[config.mk]
export PLATFORM = sky130hd
export DESIGN_NAME = ordered_list_insert_delete_search
export DESIGN_NICKNAME = d
export VERILOG_FILES = /design/src/rtl/core/olist_pkg.sv /design/src/rtl/core/olist_ram.sv /design/src/rtl/core/olist_seq.sv /design/src/rtl/core/ordered_list_insert_delete_search.sv
export VERILOG_INCLUDE_DIRS = /design/src /design/src/rtl/core
export SDC_FILE = /design/constraint.sdc
export NUM_CORES = 1
export LEC_CHECK = 0
export BUFFER_PORTS_ARGS = -buffer_cell sky130_fd_sc_hd__buf_4
export CAP_MARGIN = 20
export CORE_UTILIZATION = 50
export CTS_CLUSTER_SIZE = 10
export DETAILED_ROUTE_END_ITERATION = 6
export PLACE_DENSITY = 0.76
export SLEW_MARGIN = 15
export SYNTH_ARGS = -nofsm -noshare
export SYNTH_HDL_FRONTEND = slang
export SYNTH_SLANG_ARGS = --single-unit
export TNS_END_PERCENT = 50
[constraint.sdc]
create_clock -name clk_i -period 14.16 [get_ports clk_i]
set_input_delay 1.416 -clock clk_i [delete_from_list [all_inputs] [get_ports clk_i]]
set_output_delay 1.416 -clock clk_i [all_outputs]
set_load 0.1 [all_outputs]
[src/rtl/core/ordered_list_insert_delete_search_assert.svh]
// Assertion macros for the ordered list block
`ifndef ORDERED_LIST_INSERT_DELETE_SEARCH_ASSERT_SVH
`define ORDERED_LIST_INSERT_DELETE_SEARCH_ASSERT_SVH

// Same-cycle implication, disabled during reset
`define OLIST_ASSERT_IMP(label, clk, rst_n, ante, cons) \
  label: assert property (@(posedge clk) disable iff (!rst_n) (ante) |-> (cons)) \
    else $error("olist: same-cycle check failed");

// Next-cycle implication, disabled during reset
`define OLIST_ASSERT_NXT(label, clk, rst_n, ante, cons) \
  label: assert property (@(posedge clk) disable iff (!rst_n) (ante) |=> (cons)) \
    else $error("olist: next-cycle check failed");

`endif

[src/rtl/core/olist_pkg.sv]
package olist_pkg;

  localparam int unsigned CAPACITY = 32;
  localparam int unsigned IDX_W    = $clog2(CAPACITY);
  localparam int unsigned CNT_W    = $clog2(CAPACITY + 1);
  localparam int unsigned POS_W    = 6;
  localparam int unsigned VAL_W    = 32;
  localparam int unsigned OP_W     = 2;
  localparam int unsigned ST_W     = 2;

  // Stream payload layout
  localparam int unsigned S_DATA_W = ((POS_W + VAL_W + 7) / 8) * 8;
  localparam int unsigned M_DATA_W = ((5 + 6 + 7) / 8) * 8;
  localparam int unsigned M_IDX_LO = 0;
  localparam int unsigned M_CNT_LO = 5;

  typedef enum logic [OP_W-1:0] {
    OP_INSERT = 2'd0,
    OP_DELETE = 2'd1,
    OP_LOCATE = 2'd2
  } op_e;

  typedef enum logic [ST_W-1:0] {
    ST_OK           = 2'd0,
    ST_FULL         = 2'd1,
    ST_BAD_POSITION = 2'd2,
    ST_NOT_FOUND    = 2'd3
  } status_e;

  typedef enum logic [3:0] {
    S_IDLE,
    S_DECODE,
    S_UP_RD,
    S_UP_WR,
    S_DN_RD,
    S_DN_WR,
    S_SC_RD,
    S_SC_CMP,
    S_DONE
  } seq_state_e;

  // Entry RAM access, one read and one write port
  typedef struct packed {
    logic             we;
    logic [IDX_W-1:0] waddr;
    logic [VAL_W-1:0] wdata;
    logic             re;
    logic [IDX_W-1:0] raddr;
  } mem_req_t;

  // Finished operation handed to the output register
  typedef struct packed {
    logic             valid;
    status_e          status;
    logic [IDX_W-1:0] idx;
    logic [CNT_W-1:0] count;
  } res_t;

endpackage

[src/rtl/core/olist_ram.sv]
module olist_ram (
  input  logic                        clk_i,
  input  olist_pkg::mem_req_t         req_i,
  output logic [olist_pkg::VAL_W-1:0] rdata_o
);
  import olist_pkg::*;

  logic [VAL_W-1:0] mem_q [CAPACITY];
  logic [VAL_W-1:0] rdata_q;

  // Write port
  always_ff @(posedge clk_i) begin
    if (req_i.we) begin
      mem_q[req_i.waddr] <= req_i.wdata;
    end
  end

  // Registered read port
  always_ff @(posedge clk_i) begin
    if (req_i.re) begin
      rdata_q <= mem_q[req_i.raddr];
    end
  end

  assign rdata_o = rdata_q;

endmodule

[src/rtl/core/olist_seq.sv]
module olist_seq (
  input  logic                               clk_i,
  input  logic                               rst_ni,
  input  logic                               in_valid_i,
  output logic                               in_ready_o,
  input  logic [olist_pkg::OP_W-1:0]         op_i,
  input  logic [olist_pkg::POS_W-1:0]        pos_i,
  input  logic signed [olist_pkg::VAL_W-1:0] val_i,
  output olist_pkg::res_t                    res_o,
  input  logic                               res_ready_i,
  output olist_pkg::mem_req_t                mem_req_o,
  input  logic [olist_pkg::VAL_W-1:0]        mem_rdata_i
);
  import olist_pkg::*;

  seq_state_e          state_q, state_d;
  logic [OP_W-1:0]     op_q;
  logic [POS_W-1:0]    pos_q;
  logic [VAL_W-1:0]    val_q;
  logic [CNT_W-1:0]    j_q, j_d;
  logic [CNT_W-1:0]    cnt_q, cnt_d;
  status_e             status_q, status_d;
  logic [IDX_W-1:0]    idx_q, idx_d;
  logic [CNT_W-1:0]    slot;
  logic [CNT_W-1:0]    pos_ext;
  logic                accept;

  assign accept  = in_valid_i && in_ready_o;
  assign pos_ext = CNT_W'(pos_q);
  assign slot    = pos_ext - CNT_W'(1);

  // State and list length
  always_ff @(posedge clk_i or negedge rst_ni) begin
    if (!rst_ni) begin
      state_q <= S_IDLE;
      cnt_q   <= '0;
    end else begin
      state_q <= state_d;
      cnt_q   <= cnt_d;
    end
  end

  // Operation operands, walk index, status and found index
  always_ff @(posedge clk_i) begin
    if (accept) begin
      op_q  <= op_i;
      pos_q <= pos_i;
      val_q <= val_i;
    end
    j_q      <= j_d;
    status_q <= status_d;
    idx_q    <= idx_d;
  end

  // Sequence at most one RAM access per cycle
  always_comb begin
    state_d         = state_q;
    j_d             = j_q;
    cnt_d           = cnt_q;
    status_d        = status_q;
    idx_d           = idx_q;
    in_ready_o      = 1'b0;
    mem_req_o       = '0;
    mem_req_o.waddr = j_q[IDX_W-1:0];
    mem_req_o.wdata = mem_rdata_i;
    res_o.valid     = 1'b0;
    res_o.status    = status_q;
    res_o.idx       = idx_q;
    res_o.count     = cnt_q;

    unique case (state_q)
      S_IDLE: begin
        in_ready_o = 1'b1;
        if (in_valid_i) begin
          state_d = S_DECODE;
        end
      end
      S_DECODE: begin
        status_d = ST_OK;
        idx_d    = '0;
        case (op_q)
          OP_INSERT: begin
            if (cnt_q >= CNT_W'(CAPACITY)) begin
              status_d = ST_FULL;
              state_d  = S_DONE;
            end else if (pos_q == '0 || pos_ext > cnt_q + CNT_W'(1)) begin
              status_d = ST_BAD_POSITION;
              state_d  = S_DONE;
            end else begin
              j_d     = cnt_q;
              state_d = S_UP_RD;
            end
          end
          OP_DELETE: begin
            if (pos_q == '0 || pos_ext > cnt_q) begin
              status_d = ST_BAD_POSITION;
              state_d  = S_DONE;
            end else begin
              j_d     = slot;
              state_d = S_DN_RD;
            end
          end
          OP_LOCATE: begin
            j_d     = '0;
            state_d = S_SC_RD;
          end
          default: begin
            state_d = S_DONE;
          end
        endcase
      end
      // Insert: move entries up from the tail, then drop the value in
      S_UP_RD: begin
        if (j_q > slot) begin
          mem_req_o.re    = 1'b1;
          mem_req_o.raddr = IDX_W'(j_q - CNT_W'(1));
          state_d         = S_UP_WR;
        end else begin
          mem_req_o.we    = 1'b1;
          mem_req_o.waddr = slot[IDX_W-1:0];
          mem_req_o.wdata = val_q;
          cnt_d           = cnt_q + CNT_W'(1);
          state_d         = S_DONE;
        end
      end
      S_UP_WR: begin
        mem_req_o.we = 1'b1;
        j_d          = j_q - CNT_W'(1);
        state_d      = S_UP_RD;
      end
      // Delete: pull entries down toward the removed slot
      S_DN_RD: begin
        if (j_q + CNT_W'(1) < cnt_q) begin
          mem_req_o.re    = 1'b1;
          mem_req_o.raddr = IDX_W'(j_q + CNT_W'(1));
          state_d         = S_DN_WR;
        end else begin
          cnt_d   = cnt_q - CNT_W'(1);
          state_d = S_DONE;
        end
      end
      S_DN_WR: begin
        mem_req_o.we = 1'b1;
        j_d          = j_q + CNT_W'(1);
        state_d      = S_DN_RD;
      end
      // Locate: scan from the head, stop at the first match
      S_SC_RD: begin
        if (j_q < cnt_q) begin
          mem_req_o.re    = 1'b1;
          mem_req_o.raddr = j_q[IDX_W-1:0];
          state_d         = S_SC_CMP;
        end else begin
          status_d = ST_NOT_FOUND;
          state_d  = S_DONE;
        end
      end
      S_SC_CMP: begin
        if (mem_rdata_i == val_q) begin
          idx_d   = j_q[IDX_W-1:0];
          state_d = S_DONE;
        end else begin
          j_d     = j_q + CNT_W'(1);
          state_d = S_SC_RD;
        end
      end
      S_DONE: begin
        res_o.valid = 1'b1;
        if (res_ready_i) begin
          state_d = S_IDLE;
        end
      end
      default: begin
        state_d = S_IDLE;
      end
    endcase
  end

endmodule

[src/rtl/core/ordered_list_insert_delete_search.sv]
// Ordered list of up to 32 signed 32-bit entries held in a single-port-pair
// RAM. Each input transaction (tuser = operation) inserts at a 1-based
// position, deletes at a 1-based position, or locates the first entry equal
// to a value; each yields exactly one output transaction carrying status,
// found index and the entry count after the operation. One operation is in
// flight at a time: a sequencer walks the RAM one read or write per cycle.
// The shifting and scanning cost comes from the one RAM read port, whose
// registered data each step waits on. An output register holds the finished
// transaction, so the next input can be taken while the result waits.
module ordered_list_insert_delete_search (
  input  logic                              clk_i,
  input  logic                              rst_ni,
  input  logic                              s_axis_tvalid,
  output logic                              s_axis_tready,
  // [5:0] position, [37:6] value, upper bits zero
  input  logic [olist_pkg::S_DATA_W-1:0]    s_axis_tdata,
  // [1:0] operation
  input  logic [olist_pkg::OP_W-1:0]        s_axis_tuser,
  output logic                              m_axis_tvalid,
  input  logic                              m_axis_tready,
  // [4:0] found_index, [10:5] entry_count, upper bits zero
  output logic [olist_pkg::M_DATA_W-1:0]    m_axis_tdata,
  // [1:0] status
  output logic [olist_pkg::ST_W-1:0]        m_axis_tuser
);
  import olist_pkg::*;

  res_t                   res;
  logic                   res_ready;
  mem_req_t               mem_req;
  logic [VAL_W-1:0]       mem_rdata;
  logic                   out_valid_q;
  logic [ST_W-1:0]        out_status_q;
  logic [4:0]             out_idx_q;
  logic [5:0]             out_cnt_q;

  olist_seq u_seq (
    .clk_i       (clk_i),
    .rst_ni      (rst_ni),
    .in_valid_i  (s_axis_tvalid),
    .in_ready_o  (s_axis_tready),
    .op_i        (s_axis_tuser),
    .pos_i       (s_axis_tdata[POS_W-1:0]),
    .val_i       (s_axis_tdata[POS_W+VAL_W-1:POS_W]),
    .res_o       (res),
    .res_ready_i (res_ready),
    .mem_req_o   (mem_req),
    .mem_rdata_i (mem_rdata)
  );

  olist_ram u_ram (
    .clk_i   (clk_i),
    .req_i   (mem_req),
    .rdata_o (mem_rdata)
  );

  // Take a result whenever the output register is empty or draining
  assign res_ready = !out_valid_q || m_axis_tready;

  always_ff @(posedge clk_i or negedge rst_ni) begin
    if (!rst_ni) begin
      out_valid_q <= 1'b0;
    end else if (res_ready) begin
      out_valid_q <= res.valid;
    end
  end

  // Hold the payload until the transaction is taken
  always_ff @(posedge clk_i) begin
    if (res_ready && res.valid) begin
      out_status_q <= res.status;
      out_idx_q    <= 5'(res.idx);
      out_cnt_q    <= 6'(res.count);
    end
  end

  assign m_axis_tvalid = out_valid_q;
  assign m_axis_tuser  = out_status_q;
  assign m_axis_tdata  = M_DATA_W'({out_cnt_q, out_idx_q});

  `include "ordered_list_insert_delete_search_assert.svh"

  `OLIST_ASSERT_NXT(a_busy_after_accept, clk_i, rst_ni, s_axis_tvalid && s_axis_tready, !s_axis_tready)
  `OLIST_ASSERT_IMP(a_full_means_capacity, clk_i, rst_ni, res.valid && res.status == ST_FULL, res.count == CNT_W'(CAPACITY))
  `OLIST_ASSERT_IMP(a_idx_zero_on_error, clk_i, rst_ni, res.valid && res.status != ST_OK, res.idx == '0)
  `OLIST_ASSERT_IMP(a_count_bounded, clk_i, rst_ni, m_axis_tvalid, m_axis_tdata[10:5] <= 6'(CAPACITY))

endmodule

# == Yosys cells after proc, flatten, opt, wreduce, memory -nomap -nowiden ==
# Memories as Yosys holds them, arrays and structs flattened. A register that Yosys moved wholly into a read port is not among the register bits.
# Index checks and enable logic that the tools add are counted.
# classes
reduce_logical,19
add_sub_neg,5
n_mux,39
eq_ne,22
magnitude_cmp,6
# op_table
op,count
6-bit 2-to-1 mux,9
38-bit 2-to-1 mux,1
37-bit 2-to-1 mux,1
4-bit 2-to-1 mux,9
4-bit case mux with 9 select lines,1
6-bit case mux with 3 select lines,2
32-bit equality test,1
6-bit case mux with 4 select lines,1
6-bit > comparator,3
6-bit by 1-bit subtractor with 6-bit output (second input constant),3
4-bit by 3-bit equality test with 1-bit output (second input constant),4
6-bit by 1-bit adder with 6-bit output (second input constant),2
6-bit less-than comparator,2
2-bit inequality test (second input constant),6
4-bit case mux with 3 select lines,1
6-bit case mux with 2 select lines,1
5-bit case mux with 2 select lines,1
3-bit inequality test (second input constant),3
4-bit by 2-bit equality test with 1-bit output (second input constant),2
2-bit 2-to-1 mux,4
2-bit case mux with 2 select lines,2
6-bit greater-or-equal comparator (second input constant),1
6-bit logical NOT,1
2-bit AND reduction,3
19 further kinds,27
# totals
n_memories,1
elab_cells,104
mem_bits_rw,1024
regBits,77
output_inout_bits,20
# mem_list
memory,words,word_bits,read_ports,rd_ports_with_merged_regs,wr,line_no,text
u_ram.mem_q,32,32,1,1,1,olist_ram.sv:8,logic [VAL_W-1:0] mem_q [CAPACITY];

# == Longest topological paths before layout ==
# logic_depth
ltp_word,7
ltp_mapped,16
mapped_depth_nobuf,13

# == Modules after synthesis ==
# A second synthesis with hierarchy kept.
# unflattened
cells_unflattened,2693
hier_area_um2,45900.3
# by_module_without_submodules
module,area_each_um2,cells_each,instances
olist_ram,40810.4,2260,1
olist_seq,4604.4,410,1
ordered_list_insert_delete_search,485.5,23,1

# == Least setup slack after synthesis ==
# Ideal clock, no wire load.
# synth_timing
path_kind,register to register
from,reg u_seq.state_q[1]
to,"reg u_seq.op_q[0], enable pin"
required_ns,13.759
setup_slack_ns,8.833
arrival_ns,4.926
synth_period_minus_slack_ns,5.327
path_stages_with_launch,5
path_buffers,2
setup_time_ns,0.401
path_cell_list,dfrtp_1 > clkbuf_1 > clkbuf_1 > nor4_1 > and2_1
# synth_between
elab_chain_len,3
# synth_lines
element,line_no,text
start: declaration,olist_seq.sv:16,"seq_state_e state_q, state_d;"
start signal: assignment,olist_seq.sv:38,state_q <= state_d;
4-bit logical NOT,olist_seq.sv:71,unique case (state_q)
1-bit 2-to-1 mux,olist_seq.sv:71,
via s_axis_tready,ordered_list_insert_delete_search.sv:14,"output logic s_axis_tready,"
1-bit logical AND,olist_seq.sv:28,assign accept = in_valid_i && in_ready_o;
via u_seq.accept,olist_seq.sv:26,logic accept;
end signal: assignment,olist_seq.sv:46,op_q <= op_i;
end: declaration,olist_seq.sv:17,logic [OP_W-1:0] op_q;
# The timed path passes the listed nets, and every way through them passes these cells.
# A chain may end at the register's enable or synchronous reset.

# == Worst setup path in the final report ==
# layout_timing
from,"reg u_seq.pos_q[0], in the netlist u_seq.pos_ext[0]"
to,"reg u_ram.rdata_q[8], in the netlist u_ram.rdata_o[8] (read register of u_ram.mem_q) (data pin)"
# layout_between
elab_chain_len,4
# layout_lines
element,line_no,text
start: declaration,olist_seq.sv:18,logic [POS_W-1:0] pos_q;
start signal: assignment,olist_seq.sv:47,pos_q <= pos_i;
6-bit by 1-bit subtractor with 6-bit output,olist_seq.sv:30,assign slot = pos_ext - CNT_W'(1);
6-bit > comparator,olist_seq.sv:114,if (j_q > slot) begin
6-bit 2-to-1 mux,olist_seq.sv:114,
6-bit case mux with 3 select lines,olist_seq.sv:71,
end: declaration,olist_ram.sv:9,logic [VAL_W-1:0] rdata_q;
# Every way passes these cells.

==> summary.txt <==
Final Cell Area -> 50300 um2
Clock Sink Count -> 1133
Initial core utilization -> 50.5%
TNS Setup -> 0 ns
Cells after synthesis -> 2144
Vias in the first global route -> 23356
Synth warnings -> 0
Synth Register Bits -> 1133
DPL Wire Length -> 53800 um
Largest net degree at the start of global routing -> 92
DR vias -> 23331
Worst slew pin tran -> 1.10 ns
Netlist cell types -> 71
Core footprint -> 88400 um2
Buffers from clock root to sink, at most -> 3
Placed cells -> 3313
Max-cap violations -> 0
Overall power -> 9.52 mW
Fin. Hold Viols -> 0
DRT iter0 DRCs -> 2866
Post-route clock period utilization -> 47.4%
Initial DRT Pass Iterations -> 5
R2r setup slk -> 7.45 ns
Utilization after layout -> 56.9%
Post-layout min period -> 6.71 ns
Final worst slack -> 7.45 ns
Area of the mapped netlist -> 44600 um2
Placed cell area -> 46600 um2
Die Wd -> 301 um
FFs w/ async S/R, synth -> 0.971%
Hold slack -> 0.403 ns
Post-route ant nets -> 0
Setup bufs post-CTS -> 0
NumNets Final -> 2366
Final non-filler cell total -> 3474
Top-Level Pins -> 66
Synth area leader -> edfxtp_1
CTS tree -> yes
Area grow syn2layout -> 12.7%
Final Setup Violations -> 0
FP Rows -> 109
Post-synth EDFFs -> 1122
Routed Wire Length -> 112000 um
IO Port Bufs -> 58
PD cells -> 189 nW/um2
CTS root buf -> clkbuf_16
Worst-path fanout max -> 72
First-pass GRT wire length -> 159000 um
WL met3 -> 14700 um
Vias per cell -> 6.72
Startpoint types -> flop
Max Clock Skew -> 0.0535 ns
Result of the run -> finished, final reports clean
DR WL met2 -> 52500 um
Slew margin rel. -> 25.6%
Die area -> 90500 um2
Clk pin slew, worst setup/hold paths -> 0.05 ns
Post-place setup slack -> 7.30 ns
Sequential-to-total area share from yosys stat -> 76.1%
Hold_buf cts -> 0
GP Congestion -> 0.866
Layout cell share with drive strength beyond 1 -> 26.5%
Initial antenna violation count -> 0
Required time of the critical path -> 14.65 ns
Leakage power -> 15.9 nW
Synth Area per Inst -> 20.8 um2
Clk_lat worst skew -> 0.74 ns
Top cell type's share of synthesized area -> 75.5%
H-tree depth -> 4
Global Route Usage Sum -> 25.1%
Worst hold path type -> reg2reg
Register Area -> 34000 um2
RSZ-0062 raised after global routing -> no
Highest Clock Rate -> 0.149 GHz
CTS Buf Count -> 132
Fill cells -> 6195
Fin. max-slew vios -> 0
Worst setup path category -> reg2reg
Die height -> 301 um
Grt ovf -> 0
Post_cts resized -> 0
Post-synth top flop -> edfxtp_1
Area of the multi-input gates -> 10200 um2
Maximum VDD drop -> 170 uV
CP Capture Type -> flop
Top Layer Used -> met4
CP arrival -> 7.20 ns
Remaining DRCs -> 0
Synth area leaders -> edfxtp_1 75%, mux4_2 13%, o22ai_1 2.0%
Wl on met1 -> 41100 um
DR WL/cell -> 32.4 um
where the power goes:
part	internal (mW)	total (mW)	switching, mW	leakage [nW]
registers	4.27	4.40	0.133	10.2
clock network	1.70	2.98	1.28	1.78
logic	0.749	2.14	1.39	3.82
total	6.72	9.52	2.80	15.9
kinds of logic (layout without fill, tap and decap cells):
family          after synthesis  in the layout  share of synthesized area [%]
flops                      1133           1133                           76.1
simple gates                306            306                           3.78
mux                         256            256                           12.9
compound gates              222            222                           3.30
buf+inv                     133            293                           1.72
xor+xnor                     57             57                           1.17
fa+ha+maj                    36             36                           1.01
other cells                   1              6                        0.00840
worst paths after layout:
kind                                         startpoint                          to  cells after the start
setup / recovery             u_seq.pos_ext[0]$_DFFE_PP_  u_ram.rdata_o[8]$_DFFE_PP_                     15
hold / removal             u_seq.idx_q[1]$_SDFFCE_PN0P_      out_idx_q[1]$_DFFE_PP_                      0
setup reg to reg             u_seq.pos_ext[0]$_DFFE_PP_  u_ram.rdata_o[8]$_DFFE_PP_                     15
hold reg to reg            u_seq.idx_q[1]$_SDFFCE_PN0P_      out_idx_q[1]$_DFFE_PP_                      0
max in group asynchronous                        rst_ni  u_seq.cnt_q[3]$_DFFE_PN0P_                      1
min in group asynchronous                        rst_ni   m_axis_tvalid$_DFFE_PN0P_                      1
synthesized netlist by cell type (7+ instances only):
master,n
xnor2_1,16
o21ai_0,7
xor2_1,38
a21oi_1,20
clkbuf_1,34
nor2_1,60
nor4_2,33
nand3_1,19
nor3_1,11
ha_1,36
dfrtp_1,11
and3_1,8
edfxtp_1,1122
o21a_1,11
o22ai_1,140
nor4_1,16
buf_4,11
a31oi_1,10
mux4_2,256
buf_6,10
inv_1,20
buf_2,45
nand2_1,123
critical path, cell delays in order (launching register included):
cell and delay, ns:
edfxtp_1 0.50, inv_1 0.32, ha_1 0.28, xor2_1 0.39
inv_1 0.19, ha_1 0.33, o21ai_0 0.12, nand3b_1 0.11
a311o_1 0.48, nand2_1 0.28, o21a_4 0.71, buf_4 0.83
buf_4 0.91, mux4_2 0.42, o22ai_1 0.32, nor4_2 0.06
final cells by class:
type	count	area share, %
Antenna cell	1	0.00497
Clock buffer	142	6.70
Clock inverter	16	0.599
Inverter	22	0.164
Multi-Input combinational cell	882	20.3
Sequential cell	1133	67.5
Tap cell	1165	2.90
Timing Repair Buffer	113	1.79
per-layer routing:
metal  vias to the layer above  global-route usage [%]
met5                         -                       0
met4                         0                    10.6
met3                       282                    6.99
met2                      1812                    38.2
met1                     12059                    34.3
li1                       9178                       -
sequential cells by signal, indices dropped and copies added, names as in the netlist:
signal          count
out_cnt_q           6
out_idx_q           5
u_seq.cnt_q         6
u_seq.idx_q         5
u_ram.rdata_o      32
u_ram.mem_q      1024
u_seq.j_q           6
u_seq.val_q        32
u_seq.status_q      2
u_seq.op_q          2
m_axis_tuser        2
u_seq.state_q       4
m_axis_tvalid       1
u_seq.pos_ext       6
cells in the final DEF, fill, tap and decap left out, types with 32 or more instances in the layout:
cell type and n:
nand2_1 123, xor2_1 38, edfxtp_1 1122, nor4_2 33, nor2_4 32, buf_4 110, clkbuf_16 133, o22ai_1 140
ha_1 36, mux4_2 256
No activity file was read; power rests on OpenSTA's default activity.
